===== src/kabf_pkg.sv =====
// Shared types, constants and the operation sequence of the angle and bias filter.
package kabf_pkg;

	localparam int unsigned WORD_WIDTH_DEF = 48;
	localparam int unsigned FRAC_BITS_DEF  = 32;
	localparam int unsigned FIELD_WIDTH    = 48;
	localparam int unsigned REG_WIDTH      = 32;
	localparam int unsigned REG_FRAC       = 32;
	localparam int unsigned CFG_IDX_WIDTH  = 2;

	localparam logic [REG_WIDTH-1:0] ANGLE_NOISE_RST   = 32'd4294967;
	localparam logic [REG_WIDTH-1:0] BIAS_NOISE_RST    = 32'd12884902;
	localparam logic [REG_WIDTH-1:0] MEASURE_NOISE_RST = 32'd128849019;
	localparam logic [REG_WIDTH-1:0] STEP_TIME_RST     = 32'd42949673;

	// configuration register indexes
	localparam logic [CFG_IDX_WIDTH-1:0] REG_ANGLE_NOISE   = 2'd0;
	localparam logic [CFG_IDX_WIDTH-1:0] REG_BIAS_NOISE    = 2'd1;
	localparam logic [CFG_IDX_WIDTH-1:0] REG_MEASURE_NOISE = 2'd2;
	localparam logic [CFG_IDX_WIDTH-1:0] REG_STEP_TIME     = 2'd3;

	// datapath operand selects
	typedef enum logic [3:0] {
		SEL_ZERO, SEL_ANGLE, SEL_BIAS, SEL_P00, SEL_P01, SEL_P10, SEL_P11,
		SEL_Z, SEL_W, SEL_RATE, SEL_T, SEL_U, SEL_K0, SEL_K1, SEL_S, SEL_ONE
	} opnd_t;

	// register scale select for multiplier operand a
	typedef enum logic [2:0] {
		RA_WORD, RA_STEP, RA_ANOISE, RA_BNOISE, RA_MNOISE
	} rsel_t;

	typedef enum logic [1:0] {ALU_ADD, ALU_SUB, ALU_PASS} aluop_t;

	// destination registers
	typedef enum logic [3:0] {
		DST_NONE, DST_ANGLE, DST_BIAS, DST_P00, DST_P01, DST_P10, DST_P11,
		DST_RATE, DST_T, DST_U, DST_K0, DST_K1, DST_S, DST_KP00, DST_KP01
	} dst_t;

	// one microinstruction
	typedef struct packed {
		logic   mul_en;     // result = a*b >> shift, else add, sub or pass
		logic   reg_shift;  // shift by register fraction instead of word fraction
		rsel_t  rsel;
		opnd_t  a;
		opnd_t  b;
		aluop_t op;
		dst_t   dst;
		logic   div_start;
		logic   div_k1;     // divider numerator p10 / destination k1
	} cmd_t;

	typedef struct packed {
		logic mul_done;
		logic div_done;
	} stat_t;

	typedef enum logic [2:0] {
		ST_IDLE, ST_ISSUE, ST_MWAIT, ST_DWAIT, ST_OUT
	} state_t;

	localparam int unsigned PROG_LEN = 28;
	localparam int unsigned PC_WIDTH = 5;

	// Sequence of the filter step, one operation each.
	function automatic cmd_t prog(input logic [PC_WIDTH-1:0] pc);
		cmd_t c;
		c = '{mul_en:1'b0, reg_shift:1'b0, rsel:RA_WORD, a:SEL_ZERO, b:SEL_ZERO,
			op:ALU_PASS, dst:DST_NONE, div_start:1'b0, div_k1:1'b0};
		case (pc)
			5'd0: begin c.a = SEL_W; c.b = SEL_BIAS; c.op = ALU_SUB; c.dst = DST_RATE; end
			5'd1: begin c.mul_en = 1'b1; c.reg_shift = 1'b1; c.rsel = RA_STEP;
				c.b = SEL_RATE; c.dst = DST_T; end
			5'd2: begin c.a = SEL_ANGLE; c.b = SEL_T; c.op = ALU_ADD; c.dst = DST_ANGLE; end
			5'd3: begin c.mul_en = 1'b1; c.reg_shift = 1'b1; c.rsel = RA_STEP;
				c.b = SEL_P11; c.dst = DST_U; end
			5'd4: begin c.a = SEL_U; c.b = SEL_P01; c.op = ALU_SUB; c.dst = DST_T; end
			5'd5: begin c.a = SEL_T; c.b = SEL_P10; c.op = ALU_SUB; c.dst = DST_T; end
			5'd6: begin c.mul_en = 1'b1; c.reg_shift = 1'b1; c.rsel = RA_ANOISE;
				c.b = SEL_ONE; c.dst = DST_S; end
			5'd7: begin c.a = SEL_T; c.b = SEL_S; c.op = ALU_ADD; c.dst = DST_T; end
			5'd8: begin c.mul_en = 1'b1; c.reg_shift = 1'b1; c.rsel = RA_STEP;
				c.b = SEL_T; c.dst = DST_T; end
			5'd9: begin c.a = SEL_P00; c.b = SEL_T; c.op = ALU_ADD; c.dst = DST_P00; end
			5'd10: begin c.a = SEL_P01; c.b = SEL_U; c.op = ALU_SUB; c.dst = DST_P01; end
			5'd11: begin c.a = SEL_P10; c.b = SEL_U; c.op = ALU_SUB; c.dst = DST_P10; end
			5'd12: begin c.mul_en = 1'b1; c.reg_shift = 1'b1; c.rsel = RA_BNOISE;
				c.b = SEL_ONE; c.dst = DST_T; end
			5'd13: begin c.mul_en = 1'b1; c.reg_shift = 1'b1; c.rsel = RA_STEP;
				c.b = SEL_T; c.dst = DST_T; end
			5'd14: begin c.a = SEL_P11; c.b = SEL_T; c.op = ALU_ADD; c.dst = DST_P11; end
			5'd15: begin c.mul_en = 1'b1; c.reg_shift = 1'b1; c.rsel = RA_MNOISE;
				c.b = SEL_ONE; c.dst = DST_T; end
			5'd16: begin c.a = SEL_P00; c.b = SEL_T; c.op = ALU_ADD; c.dst = DST_S; end
			5'd17: begin c.div_start = 1'b1; end
			5'd18: begin c.div_start = 1'b1; c.div_k1 = 1'b1; end
			5'd19: begin c.a = SEL_Z; c.b = SEL_ANGLE; c.op = ALU_SUB; c.dst = DST_U; end
			5'd20: begin c.mul_en = 1'b1; c.a = SEL_K0; c.b = SEL_U; c.dst = DST_T; end
			5'd21: begin c.a = SEL_ANGLE; c.b = SEL_T; c.op = ALU_ADD; c.dst = DST_ANGLE; end
			5'd22: begin c.mul_en = 1'b1; c.a = SEL_K1; c.b = SEL_U; c.dst = DST_T; end
			5'd23: begin c.a = SEL_BIAS; c.b = SEL_T; c.op = ALU_ADD; c.dst = DST_BIAS; end
			// covariance update, p00 and p01 used before they are overwritten
			5'd24: begin c.mul_en = 1'b1; c.a = SEL_K1; c.b = SEL_P00; c.dst = DST_T; end
			5'd25: begin c.mul_en = 1'b1; c.a = SEL_K1; c.b = SEL_P01; c.dst = DST_U; end
			5'd26: begin c.mul_en = 1'b1; c.a = SEL_K0; c.b = SEL_P00; c.dst = DST_KP00; end
			5'd27: begin c.mul_en = 1'b1; c.a = SEL_K0; c.b = SEL_P01; c.dst = DST_KP01; end
			default: ;
		endcase
		return c;
	endfunction

endpackage


===== src/kabf_ctrl.sv =====
// Sequencer of the filter: walks the operation list and runs the handshakes.
module kabf_ctrl (
	input  logic                  clk,
	input  logic                  arst_n,
	input  logic                  in_valid,
	output logic                  in_stall,
	output logic                  out_valid,
	input  logic                  out_stall,
	input  kabf_pkg::stat_t       stat,
	output kabf_pkg::cmd_t        cmd,
	output logic                  cmd_go,
	output logic                  load,
	output logic                  tail_go,
	output logic                  out_load
);
	kabf_pkg::state_t state_q, state_d;
	logic [kabf_pkg::PC_WIDTH-1:0] pc_q, pc_d;
	logic [2:0] tail_q, tail_d;
	logic ovalid_q, ovalid_d;

	// hold state, step counter, tail counter and output flag
	always_ff @(posedge clk or negedge arst_n) begin
		if (!arst_n) begin
			state_q  <= kabf_pkg::ST_IDLE;
			pc_q     <= '0;
			tail_q   <= '0;
			ovalid_q <= 1'b0;
		end else begin
			state_q  <= state_d;
			pc_q     <= pc_d;
			tail_q   <= tail_d;
			ovalid_q <= ovalid_d;
		end
	end

	assign cmd       = kabf_pkg::prog(pc_q);
	assign out_valid = ovalid_q;

	// sequence operations; multiplies wait for the multiplier, gains for the divider
	always_comb begin
		state_d  = state_q;
		pc_d     = pc_q;
		tail_d   = tail_q;
		ovalid_d = ovalid_q;
		in_stall = 1'b1;
		cmd_go   = 1'b0;
		load     = 1'b0;
		tail_go  = 1'b0;
		out_load = 1'b0;
		if (ovalid_q && !out_stall) ovalid_d = 1'b0;
		unique case (state_q)
			kabf_pkg::ST_IDLE: begin
				in_stall = 1'b0;
				if (in_valid) begin
					load    = 1'b1;
					pc_d    = '0;
					tail_d  = '0;
					state_d = kabf_pkg::ST_ISSUE;
				end
			end
			kabf_pkg::ST_ISSUE: begin
				cmd_go = 1'b1;
				if (cmd.mul_en) state_d = kabf_pkg::ST_MWAIT;
				else if (cmd.div_start) state_d = kabf_pkg::ST_DWAIT;
				else if (pc_q == kabf_pkg::PC_WIDTH'(kabf_pkg::PROG_LEN - 1))
					state_d = kabf_pkg::ST_OUT;
				else pc_d = pc_q + 1'b1;
			end
			kabf_pkg::ST_MWAIT: begin
				if (stat.mul_done) begin
					if (pc_q == kabf_pkg::PC_WIDTH'(kabf_pkg::PROG_LEN - 1)) begin
						state_d = kabf_pkg::ST_OUT;
					end else begin
						pc_d    = pc_q + 1'b1;
						state_d = kabf_pkg::ST_ISSUE;
					end
				end
			end
			kabf_pkg::ST_DWAIT: begin
				if (stat.div_done) begin
					pc_d    = pc_q + 1'b1;
					state_d = kabf_pkg::ST_ISSUE;
				end
			end
			kabf_pkg::ST_OUT: begin
				// finish the covariance with the four k*p subtractions, then present
				if (tail_q != 3'd4) begin
					tail_go = 1'b1;
					tail_d  = tail_q + 3'd1;
				end else if (!ovalid_q || !out_stall) begin
					out_load = 1'b1;
					ovalid_d = 1'b1;
					state_d  = kabf_pkg::ST_IDLE;
				end
			end
			default: state_d = kabf_pkg::ST_IDLE;
		endcase
	end
endmodule


===== config.mk =====
export PLATFORM = sky130hd
export DESIGN_NAME = kabf_ctrl
export DESIGN_NICKNAME = d
export VERILOG_FILES = /design/src/kabf_pkg.sv /design/src/kabf_ctrl.sv
export SDC_FILE = /design/constraint.sdc
export NUM_CORES = 1
export LEC_CHECK = 0
export ABC_AREA = 1
export BUFFER_PORTS_ARGS = -buffer_cell sky130_fd_sc_hd__buf_2
export CORE_MARGIN = 2
export CORE_UTILIZATION = 49
export CTS_CLUSTER_SIZE = 20
export DETAILED_ROUTE_END_ITERATION = 12
export PLACE_DENSITY = 0.74
export REMOVE_ABC_BUFFERS = 1
export SLEW_MARGIN = 20
export SYNTH_ARGS = -nofsm -noshare
export SYNTH_HDL_FRONTEND = slang
export SYNTH_SLANG_ARGS = --single-unit

===== constraint.sdc =====
create_clock -name clk -period 1.9 [get_ports clk]
set_clock_uncertainty 0.15 [all_clocks]
set_input_delay 0.285 -clock clk [delete_from_list [all_inputs] [get_ports clk]]
set_output_delay 0.285 -clock clk [all_outputs]
set_load 0.02 [all_outputs]

==> impl_metrics.toml, run 1 <==
[outcome]
outcome = "finished with violations"
violations_in_the_final_reports = "setup timing"

[worst_setup_path]
crit_path_cell_trace = "inv_4 > ha_4 > inv_2 > nor2_4 > nand2_1 > nand4_1 > nor2_1 > nand4_1 > buf_4"
crit_path_max_fanout = 5
cp_common_cell = "sky130_fd_sc_hd__nand4_1"
startpoint_type = "flop"
timing.setup.critical_path_class = "reg -> out"
crit_family = "simple AND/OR/NAND/NOR gates"
worst_path_max_delay_cell = "sky130_fd_sc_hd__dfrtp_2"
timing.critical_path.required_ps = 1460
cp.arrival_ps = 2070
bufs_and_invs_on_worst_path = 3
end_kind = "primary output"
timing.critical_path.slowest_cell_delay_ps = 470

[power_and_ir_drop]
power_report.internal_total_uw = 1700
power.share.clock = 0.043
power.sequential.fraction = 0.102
peakVddDrop_mv = 0.807
netSwitchingPower_uw = 2040
power.density_nw_per_um2 = 1360
leakage_uw = 0.00157
combinationalPowerShare = 0.855
switching_share = 0.545

[timing]
finalWorstPathRequiredPeriod_ps = 2500
maxSlewHeadroom = 0.747
post-route-period-util = 1.32
setup_viol = 29
layout_setup_ws_ps = -605
hold-worst-slack_ps = 180
max_freq_mhz = 399
slew_violations = 0
worst_slew_pin_slew_ps = 378
finalHoldViolCount = 0
grt_setup_unrepaired = "yes"

[clock_network]
cts-root-to-sink-buffers = 2
skew_pair_late_insertion_delay_ps = 280
clk_pin_slew_ps = 80
cts_num_sinks = 12
cts_made_buffers = 3
cts.htree.levels = 1
clock_tree_from_tritoncts = "yes"
clock-root-buffer = "sky130_fd_sc_hd__clkbuf_4"

[detailed_routing]
drt-vias-per-instance = 6.55
vias = 2445
drc = 0
detailed_route_wire_length_per_cell_um = 22.3
wirelength_routed_um = 8300
drtAntennaViolNets = 0
drt-pass1-iter-count = 7
initialDrtViolationCount = 401

[hold_path]
hold_class = "in -> reg"

[synth]
synthesis.instances = 242
synth.yosys.seq_area_share = 0.201
ys_warn_count = 0
syn_avg_cell_area_sq_um = 6.17
mappedNetlistArea_sq_um = 1490
postSynthRegisterBits = 12
synth.distinct_cells = 33

[die]
die-height_um = 59.2
ioPinCount = 33
die_x_um = 59.2
core_area_sq_um = 2980
floorplan.initialDensity = 0.501
num_rows = 20
die_area_sq_um = 3500

[global_routing]
via_count_of_the_first_global_routing_pass = 1878
global_route.usage.met1 = 0.434
grt_max_degree = 13
number_of_antenna_violations_at_the_first_check_in_global_routing = 0
grt_pass1_wl_um = 8790
globalRouteTotalUtil = 0.330
top_usage_layer = "met2"
gr-usage-met3 = 0.0590
global_route.usage.met2 = 0.529
grt_overflow_total = 0

[place]
gp_congestion = 0.924
hpwlAfterDp_um = 3640
total_of_buffers_placed_on_input_and_output_ports = 32
dp_cells = 347
dp_slack_ps = -155

[cells_and_area]
antenna_cells_inserted = 0
nNetsFinal = 355
layout-drive-gt1-share = 0.629
syn2layout_area_growth_pct = 83.7
final_cells = 373

[run]
max_capacitance_violation_count = 0
cell families after synthesis:
group | count (synthesis) | synth area share
adders and majority gates | 7 | 0.0587
and+or+nand+nor | 157 | 0.535
DFF | 12 | 0.201
AOI/OAI and AO/OA | 16 | 0.0587
buffers and inverters | 49 | 0.141
xor gates and xnor gates | 1 | 0.00587
cell usage after synthesis:
library cell	n	area (sq um)
sky130_fd_sc_hd__nand2_1	54	203
sky130_fd_sc_hd__inv_1	36	135
sky130_fd_sc_hd__nor2_1	31	116
sky130_fd_sc_hd__nand3_1	22	110
sky130_fd_sc_hd__nand4_1	15	93.8
sky130_fd_sc_hd__dfrtp_1	12	300
sky130_fd_sc_hd__nor3_1	10	50.1
sky130_fd_sc_hd__ha_1	7	87.6
sky130_fd_sc_hd__inv_2	7	26.3
sky130_fd_sc_hd__o21ai_0	7	35.0
sky130_fd_sc_hd__nand2_2	6	37.5
sky130_fd_sc_hd__a21oi_1	5	25.0
sky130_fd_sc_hd__nor2_2	4	25.0
sky130_fd_sc_hd__nand2_4	3	33.8
sky130_fd_sc_hd__nand3_2	3	30.0
sky130_fd_sc_hd__buf_6	2	22.5
sky130_fd_sc_hd__nor2_4	2	22.5
sky130_fd_sc_hd__a211oi_1	1	7.51
sky130_fd_sc_hd__a21o_1	1	7.51
sky130_fd_sc_hd__and2_1	1	6.26
sky130_fd_sc_hd__buf_4	1	7.51
sky130_fd_sc_hd__clkbuf_1	1	3.75
sky130_fd_sc_hd__inv_4	1	6.26
sky130_fd_sc_hd__inv_6	1	8.76
sky130_fd_sc_hd__nand3_4	1	17.5
sky130_fd_sc_hd__nand3b_1	1	7.51
sky130_fd_sc_hd__nand4_2	1	12.5
sky130_fd_sc_hd__nor2_8	1	20.0
sky130_fd_sc_hd__nor4_1	1	6.26
sky130_fd_sc_hd__o211ai_1	1	7.51
sky130_fd_sc_hd__o21ai_1	1	5.00
sky130_fd_sc_hd__or2_2	1	6.26
sky130_fd_sc_hd__xor2_1	1	8.76
registers in the layout, indices dropped and copies added, names as in the netlist:
register / flops
state_q: 3
tail_q: 3
out_valid: 1
pc_q: 5
worst min-delay path, delay by kind of cell:
family / cells / cell delay, ps
AO/OA/AOI/OAI: 1 / 130
buffers and inverters: 1 / 80
AND/OR/NAND/NOR: 1 / 80
per-layer routing:
| metal | vias to the layer above | part of all wire |
|---|---|---|
| met1 | 1089 | 0.35 |
| met3 | 91 | 0.14 |
| li1 | 979 | - |
| met2 | 286 | 0.44 |
| met4 | 0 | 0.082 |
| met5 | - | 0 |
final timing paths:
check | start | slack, ps | depth (start not counted) | end
max | pc_q[0] | -600 | 9 | cmd[9]
min | out_stall | 180 | 3 | out_valid
max reg2reg | pc_q[1] | -450 | 9 | state_q[2]
min reg2reg | tail_q[2] | 440 | 2 | tail_q[2]
max in group asynchronous | arst_n | 1050 | 2 | pc_q[1]
min in group asynchronous | arst_n | 280 | 2 | state_q[2]
final cells by class:
| cell class | count | area, sq um |
|---|---|---|
| repair buffers | 99 | 821 |
| multi-input cells | 181 | 1360 |
| fillers | 95 | 235 |
| inverters | 45 | 189 |
| clock buffers | 3 | 22.5 |
| well taps | 33 | 41.3 |
| flip-flops and latches | 12 | 305 |
placed cells by master, fill, tap and decap left out, types with 2 or more instances in the layout:
master	n
sky130_fd_sc_hd__ha_4	4
sky130_fd_sc_hd__buf_4	63
sky130_fd_sc_hd__o21ai_0	4
sky130_fd_sc_hd__nand3_4	3
sky130_fd_sc_hd__nand4_1	15
sky130_fd_sc_hd__nor3_2	5
sky130_fd_sc_hd__nor3_4	2
sky130_fd_sc_hd__nor2_1	17
sky130_fd_sc_hd__nor3_1	3
sky130_fd_sc_hd__nand2_1	37
sky130_fd_sc_hd__nand2_4	10
sky130_fd_sc_hd__buf_6	22
sky130_fd_sc_hd__inv_4	6
sky130_fd_sc_hd__clkbuf_4	3
sky130_fd_sc_hd__nand2_2	16
sky130_fd_sc_hd__nor2_4	13
sky130_fd_sc_hd__o21ai_4	2
sky130_fd_sc_hd__ha_1	2
sky130_fd_sc_hd__dfrtp_2	4
sky130_fd_sc_hd__a21oi_1	2
sky130_fd_sc_hd__a21oi_2	3
sky130_fd_sc_hd__inv_2	20
sky130_fd_sc_hd__nor2_2	7
sky130_fd_sc_hd__buf_2	11
sky130_fd_sc_hd__inv_1	18
sky130_fd_sc_hd__o21ai_2	2
sky130_fd_sc_hd__nand3_1	14
sky130_fd_sc_hd__nand3_2	9
sky130_fd_sc_hd__dfrtp_1	8
stage by stage:
stage | TNS, ps | utilization | cell area [sq um] | total power (uW)
global placement | -1830 | 0.668 | 1990 | 2290
CTS | -6290 | 0.789 | 2350 | 2940
detailed placement | -2250 | 0.668 | 1990 | 2310
finish | -11540 | 0.921 | 2740 | 3740
global route | -13830 | 0.921 | 2740 | 3860
floorplan | -3810 | - | 1460 | 1640
power by group through the flow:
stage / Sequential [uW] / Clock (uW) / Combinational, uW
floorplan: 369 / 0 / 1270
global placement: 350 / 0 / 1940
detailed placement: 350 / 0 / 1960
CTS: 358 / 163 / 2420
global route: 384 / 171 / 3310
finish: 380 / 161 / 3200
timing repair:
item                                    CTS  global route
endpoints found under the setup margin   30            32
pin swaps                                18            40
endpoints found under the hold margin    12             0
hold buffers                              1             0
buffers inserted                         10            13
gates resized for setup                  78            86
(Power assumes the default switching activity.)
==> inputs of run 2 (changes only) <==
--- a/config.mk
+++ b/config.mk
@@ -6,12 +6,13 @@
 export NUM_CORES = 1
 export LEC_CHECK = 0
 export ABC_AREA = 1
-export BUFFER_PORTS_ARGS = -buffer_cell sky130_fd_sc_hd__buf_2
-export CORE_MARGIN = 2
-export CORE_UTILIZATION = 49
+export CORE_MARGIN = 4
+export CORE_UTILIZATION = 57
 export CTS_CLUSTER_SIZE = 20
 export DETAILED_ROUTE_END_ITERATION = 12
-export PLACE_DENSITY = 0.74
+export DONT_BUFFER_PORTS = 1
+export MAX_ROUTING_LAYER = met4
+export PLACE_DENSITY = 0.73
 export REMOVE_ABC_BUFFERS = 1
 export SLEW_MARGIN = 20
 export SYNTH_ARGS = -nofsm -noshare
==> run 2 against run 1 <==
The run now fails in 5_1_grt. Synthesized cell count unchanged. Area after synthesis unchanged.
==> impl_metrics.toml, run 2 <==
[synth]
postSynthRegisterBits = 12
ys_top_cells_by_count = "sky130_fd_sc_hd__nand2_1, sky130_fd_sc_hd__inv_1, sky130_fd_sc_hd__nor2_1"
yosys-top-cells-area = "sky130_fd_sc_hd__dfrtp_1, sky130_fd_sc_hd__nand2_1, sky130_fd_sc_hd__inv_1"
ys_warn_count = 0
synthesis.instances = 242
synth.yosys.seq_area_share = 0.201
yosysTopAreaCell = "sky130_fd_sc_hd__dfrtp_1"
synth_enable_flop_cells = 0
synthMostInstantiatedCell = "sky130_fd_sc_hd__nand2_1"
mappedNetlistArea_sq_um = 1490
synth_async_sr_flop_share = 1.00
synth.distinct_cells = 33
yosys.area.top_type_share = 0.201
syn_avg_cell_area_sq_um = 6.17
ys_flop_type = "sky130_fd_sc_hd__dfrtp_1"

[die]
die-height_um = 59.2
num_rows = 18
die_x_um = 59.2
floorplan.initialDensity = 0.603
ioPinCount = 33

[outcome]
failing_step = "5_1_grt"
outcome = "stopped before the end"
firstError = "[ERROR DPL-0038] Utilization greater than 100%, impossible to legalize"

[clock_network]
cts_made_buffers = 3
cts-root-to-sink-buffers = 2
cts.htree.levels = 1
cts_num_sinks = 12
clock-root-buffer = "sky130_fd_sc_hd__clkbuf_4"

[timing]
worst_endpoint = "cmd[8]"
worstEpCategory = "output port"

[place]
total_of_buffers_placed_on_input_and_output_ports = 0
hpwlAfterDp_um = 3990
gp_congestion = 0.969

[global_routing]
grt_max_degree = 13
-- run 2: cell counts after synthesis --
Identical to the previous run, type by type.
-- run 2: repair_timing --
item | in CTS
hold buffers | 1
gates resized for setup | 73
setup endpoints to repair | 30
buffers inserted | 8
endpoints found under the hold margin | 12
pin swaps | 28
-- run 2: per-stage QoR --
stage	utilization	setup WS (ps)	setup TNS [ps]	area (sq um)	cells
after floorplan	-	-359	-3810	1460	238
after global placement	0.777	-214	-2810	1920	325
after detailed placement	0.777	-227	-3710	1920	325
after CTS	0.915	-391	-6160	2270	337
-- run 2: kinds of logic after synthesis --
kind of cell / after synthesis / synth area share
AND/OR/NAND/NOR: 157 / 0.535
buffers and inverters: 49 / 0.141
adder cells (fa/ha/maj): 7 / 0.0587
XOR/XNOR: 1 / 0.00587
AO/OA/AOI/OAI: 16 / 0.0587
flip-flops: 12 / 0.201
==> inputs of run 3 (changes only) <==
--- a/config.mk
+++ b/config.mk
@@ -7,12 +7,10 @@
 export LEC_CHECK = 0
 export ABC_AREA = 1
 export CORE_MARGIN = 4
-export CORE_UTILIZATION = 57
-export CTS_CLUSTER_SIZE = 20
+export CORE_UTILIZATION = 40
 export DETAILED_ROUTE_END_ITERATION = 12
 export DONT_BUFFER_PORTS = 1
-export MAX_ROUTING_LAYER = met4
-export PLACE_DENSITY = 0.73
+export PLACE_DENSITY_LB_ADDON = 0.15
 export REMOVE_ABC_BUFFERS = 1
 export SLEW_MARGIN = 20
 export SYNTH_ARGS = -nofsm -noshare
==> constraint.sdc (replaced) <==
create_clock -name clk -period 2.5 [get_ports clk]
set_clock_uncertainty 0.15 [all_clocks]
set_input_delay 0.375 -clock clk [delete_from_list [all_inputs] [get_ports clk]]
set_output_delay 0.375 -clock clk [all_outputs]
set_load 0.02 [all_outputs]
==> run 3 against run 2 <==
The flow now finishes without violations.
==> impl_metrics.toml, run 3 (synthesized netlist as in run 1, its figures left out) <==
[place]
total_of_buffers_placed_on_input_and_output_ports = 0
gp_congestion = 0.977
hpwlAfterDp_um = 3290
dp_slack_ps = 238

[detailed_routing]
drc = 0
initialDrtViolationCount = 216
drt-pass1-iter-count = 4
drt-vias-per-instance = 5.20
drtAntennaViolNets = 0
vias = 1551
detailed_route_wire_length_per_cell_um = 13.7
wirelength_routed_um = 4080

[clock_network]
clock-root-buffer = "sky130_fd_sc_hd__clkbuf_8"
skew_pair_late_insertion_delay_ps = 240
clk_pin_slew_ps = 50
clock_tree_from_tritoncts = "yes"
cts.htree.levels = 1
cts-root-to-sink-buffers = 2
cts_made_buffers = 3
cts_num_sinks = 12

[global_routing]
grt_max_degree = 13
via_count_of_the_first_global_routing_pass = 1483
grt_overflow_total = 0
grt_pass1_wl_um = 6920
number_of_antenna_violations_at_the_first_check_in_global_routing = 0
globalRouteTotalUtil = 0.172

[cells_and_area]
biggestRegsByFlops = "pc_q (5), state_q (3), tail_q (3)"
max_flop_register = "pc_q"
layout-drive-gt1-share = 0.262
multiInputGateArea_sq_um = 1060
mostFrequentLayoutCells = "sky130_fd_sc_hd__nand2_1, sky130_fd_sc_hd__inv_1, sky130_fd_sc_hd__nor2_1"
largest_reg_flops = 5
syn2layout_area_growth_pct = 16.2
nNetsFinal = 266
final_common_cell = "sky130_fd_sc_hd__nand2_1"
num-fill-cells = 381
register_area_sq_um = 305
antenna_cells_inserted = 0

[hold_path]
hold_class = "in -> reg"

[die]
die_area_sq_um = 4770
floorplan.initialDensity = 0.430
num_rows = 21
die-height_um = 69.1
ioPinCount = 33
core_area_sq_um = 3470
die_x_um = 69.1

[worst_setup_path]
end_kind = "primary output"
crit_path_max_fanout = 6
cp.arrival_ps = 1850
r2r_start = "pc_q[0]"
r2r-end = "pc_q[1]"
rr_worst_depth = 12
crit_end = "cmd[9]"
timing.setup.critical_path_class = "reg -> out"
r2r_slack_ps = 340
worst_setup_sp = "pc_q[0]"
timing.critical_path.required_ps = 1980
startpoint_type = "flop"

[run]
max_capacitance_violation_count = 0

[timing]
max_freq_mhz = 420
finalWorstPathRequiredPeriod_ps = 2380
post-route-period-util = 0.952
worst_slew_pin_slew_ps = 683
hold-worst-slack_ps = 132
layout_setup_ws_ps = 121
setup_viol = 0
finalHoldViolCount = 0
slew_violations = 0
maxSlewHeadroom = 0.541

[power_and_ir_drop]
peakVddDrop_mv = 0.419
power.density_nw_per_um2 = 1010
p_total_uw = 1750
power.share.clock = 0.122
leakage_uw = 0.00103
power.sequential.fraction = 0.161
switching_share = 0.585
netSwitchingPower_uw = 1020
combinationalPowerShare = 0.717
power_report.internal_total_uw = 724

[outcome]
outcome = "finished clean"
-- run 3: cell type report --
cell class / count / share of cell area
clock buffer: 4 / 0.0317
timing repair buffer: 10 / 0.0447
inverter: 45 / 0.102
sequential: 12 / 0.176
multi-input combinational: 181 / 0.613
tap: 46 / 0.0332
-- run 3: what timing repair did --
item | 4_1_cts | 5_1_grt
setup endpoints to repair | 1 | 8
pin swaps | 2 | 6
hold buffers | 1 | 0
endpoints found under the hold margin | 12 | 0
resized for setup | 0 | 27
setup buffers | 0 | 1
-- run 3: power groups by stage --
stage,Combinational [uW],Clock (uW),Sequential (uW)
floorplan,966,0,281
global placement,1200,0,280
detailed placement,1200,0,279
CTS,1200,220,276
global route,1390,228,292
finish,1250,213,281
-- run 3: worst min path at each step --
stage	start	endpoint	slack [ps]	depth (start not counted)
floorplan	arst_n	out_valid	-70	0
global placement	arst_n	state_q[2]	-70	0
detailed placement	arst_n	state_q[2]	-70	0
CTS	out_stall	out_valid	130	2
global route	out_stall	out_valid	130	2
finish	out_stall	out_valid	130	2
-- run 3: worst max-delay path, stage by stage (launching register included) --
cell	delay, ps
sky130_fd_sc_hd__dfrtp_2	440
sky130_fd_sc_hd__ha_1	230
sky130_fd_sc_hd__nand2_2	90
sky130_fd_sc_hd__nor2_1	40
sky130_fd_sc_hd__ha_1	210
sky130_fd_sc_hd__inv_2	100
sky130_fd_sc_hd__nand3_4	110
sky130_fd_sc_hd__nor2_2	130
sky130_fd_sc_hd__nand4_1	250
-- run 3: layer usage --
layer,wire length [um],track usage,share of wire
met1,1970,0.244,0.48
met2,1900,0.270,0.46
met3,214,0.0407,0.052
met4,0,0.0239,0
met5,0,0,0
-- run 3: metrics by stage --
step / std cells / instance area, sq um / TNS [ps] / utilization
after floorplan: 238 / 1460 / 0 / -
after global routing: 298 / 1730 / -4.52 / 0.500
final: 298 / 1730 / 0 / 0.500
after global placement: 292 / 1580 / 0 / 0.455
after detailed placement: 292 / 1580 / 0 / 0.455
after CTS: 297 / 1640 / 0 / 0.473
==> inputs of run 4 (changes only) <==
--- a/config.mk
+++ b/config.mk
@@ -5,7 +5,6 @@
 export SDC_FILE = /design/constraint.sdc
 export NUM_CORES = 1
 export LEC_CHECK = 0
-export ABC_AREA = 1
 export CORE_MARGIN = 4
 export CORE_UTILIZATION = 40
 export DETAILED_ROUTE_END_ITERATION = 12
==> run 4 against run 3 <==
Via count rose by 18%. Register-to-register slack got worse by 240 ps. Worst setup slack worse by 78 ps. Critical path type unchanged.
==> impl_metrics.toml, run 4 <==
[timing]
slew_violations = 0
finalWorstPathRequiredPeriod_ps = 2460
max_freq_mhz = 407
setup_viol = 0
grt_setup_unrepaired = "yes"
finalSetupTns_ps = 0
worst_slew_pin_slew_ps = 557
maxSlewHeadroom = 0.627
finalHoldViolCount = 0
post-route-period-util = 0.983
layout_setup_ws_ps = 42.4

[die]
die_x_um = 70.8
die_area_sq_um = 5020
core_area_sq_um = 3740
die-height_um = 70.8
ioPinCount = 33
floorplan.initialDensity = 0.422
num_rows = 22

[detailed_routing]
drt-vias-per-instance = 6.18
detailed_route_wire_length_per_cell_um = 16.6
vias = 1824
drc = 0
initialDrtViolationCount = 216
drtAntennaViolNets = 0
wirelength_routed_um = 4890
drt-pass1-iter-count = 5

[worst_setup_path]
crit_family = "flip-flops"
startpoint_type = "flop"
timing.critical_path.required_ps = 1980
cp.arrival_ps = 1930
bufs_and_invs_on_worst_path = 2
timing.critical_path.slowest_cell_delay_ps = 450
end_kind = "primary output"
cp_common_cell = "sky130_fd_sc_hd__ha_2"
crit_path_cell_trace = "ha_2 > inv_1 > nor2_1 > ha_2 > a221o_1 > nor2_2 > o21ai_0 > buf_4"
crit_path_max_fanout = 4
worst_path_max_delay_cell = "sky130_fd_sc_hd__dfrtp_2"
timing.setup.critical_path_class = "reg -> out"

[synth]
ys_flop_type = "sky130_fd_sc_hd__dfrtp_1"
synth_enable_flop_cells = 0
ys_warn_count = 0
synth.yosys.seq_area_share = 0.190
synthMostInstantiatedCell = "sky130_fd_sc_hd__nor2_1"
yosysTopAreaCell = "sky130_fd_sc_hd__dfrtp_1"
synthesis.instances = 225
synth_async_sr_flop_share = 1.00
syn_avg_cell_area_sq_um = 7.02
mappedNetlistArea_sq_um = 1580
yosys.area.top_type_share = 0.190
postSynthRegisterBits = 12
ys_top_cells_by_count = "sky130_fd_sc_hd__nor2_1, sky130_fd_sc_hd__nand2_1, sky130_fd_sc_hd__a21oi_1"
synth.distinct_cells = 51
yosys-top-cells-area = "sky130_fd_sc_hd__dfrtp_1, sky130_fd_sc_hd__nor2_1, sky130_fd_sc_hd__nand2_1"

[outcome]
outcome = "finished clean"

[cells_and_area]
postLayoutCoreUtil = 0.526
layout-drive-gt1-share = 0.275
max_flop_register = "pc_q"
num-fill-cells = 368
final_cells = 295
biggestRegsByFlops = "pc_q (5), state_q (3), tail_q (3)"
syn2layout_area_growth_pct = 24.7
mostFrequentLayoutCells = "sky130_fd_sc_hd__buf_4, sky130_fd_sc_hd__nor2_1, sky130_fd_sc_hd__nand2_1"
nNetsFinal = 262
final_common_cell = "sky130_fd_sc_hd__buf_4"
largest_reg_flops = 5
antenna_cells_inserted = 0

[clock_network]
clk_pin_slew_ps = 50
cts_num_sinks = 12
cts_made_buffers = 3
skew_pair_late_insertion_delay_ps = 240
clock_tree_from_tritoncts = "yes"
cts.htree.levels = 1
cts-root-to-sink-buffers = 2
clock-root-buffer = "sky130_fd_sc_hd__clkbuf_8"

[global_routing]
via_count_of_the_first_global_routing_pass = 1642
grt_max_degree = 21
grt_overflow_total = 0
grt_pass1_wl_um = 8020
globalRouteTotalUtil = 0.189
number_of_antenna_violations_at_the_first_check_in_global_routing = 0

[place]
dp_cells = 283
total_of_buffers_placed_on_input_and_output_ports = 0
hpwlAfterDp_um = 3440
dp_slack_ps = 9.02
gp_congestion = 0.972

[power_and_ir_drop]
leakage_uw = 0.000873
peakVddDrop_mv = 1.00
p_total_uw = 3000
power.density_nw_per_um2 = 1530

[run]
max_capacitance_violation_count = 0

[hold_path]
hold_class = "in -> reg"
[run 4: final timing paths]
path / start / endpoint / slack, ps / cells past startpoint
max: pc_q[0] / cmd[20] / 40 / 8
min: in_valid / tail_q[1] / 310 / 2
max reg2reg: pc_q[0] / pc_q[0] / 100 / 10
min reg2reg: tail_q[1] / tail_q[1] / 390 / 1
max in group asynchronous: arst_n / pc_q[1] / 1380 / 1
min in group asynchronous: arst_n / out_valid / 420 / 1
[run 4: final cells by class]
type | count | area (sq um) | share of cell area
Multi-Input combinational cell | 179 | 1200 | 0.607
Timing Repair Buffer | 41 | 323 | 0.164
Sequential cell | 12 | 304 | 0.154
Tap cell | 48 | 60.1 | 0.0305
Inverter | 12 | 45.0 | 0.0229
Clock buffer | 3 | 41.3 | 0.0210
[run 4: power by group]
part	internal [uW]	switching [uW]	leakage, uW
Sequential	245	105	0.000155
Combinational	1030	1450	0.000697
Clock	106	64.1	0.0000216
[run 4: timing repair]
item,CTS,global route
hold endpoints to repair,12,0
gates resized for setup,9,14
setup buffers,2,6
setup endpoints to repair,10,17
hold buffers,1,0
gates cloned,0,0
pin swaps,2,3
[run 4: per-stage QoR]
step / area [sq um] / hold slack [ps]
6_report: 1970 / 308
5_1_grt: 1970 / 353
4_1_cts: 1880 / 311
3_5_place_dp: 1780 / -70.3
3_3_place_gp: 1780 / -70.3
2_1_floorplan: 1470 / -70.6
[run 4: cell families (layout without fill, tap and decap cells)]
kind of cell | after synthesis | after routing | share of synthesized area
buffers and inverters | 34 | 56 | 0.0983
adder cells (fa/ha/maj) | 7 | 7 | 0.0555
AO/OA/AOI/OAI | 80 | 80 | 0.365
flip-flops | 12 | 12 | 0.190
AND/OR/NAND/NOR | 85 | 85 | 0.249
XOR/XNOR | 3 | 3 | 0.0166
multiplexers | 4 | 4 | 0.0254
[run 4: per-layer routing]
| metal | vias up | GRT usage | wire length [um] |
|---|---|---|---|
| met5 | - | 0 | 0 |
| met4 | 0 | 0.0334 | 56 |
| met3 | 10 | 0.0327 | 321 |
| met2 | 91 | 0.317 | 2370 |
| met1 | 867 | 0.258 | 2140 |
| li1 | 856 | - | - |
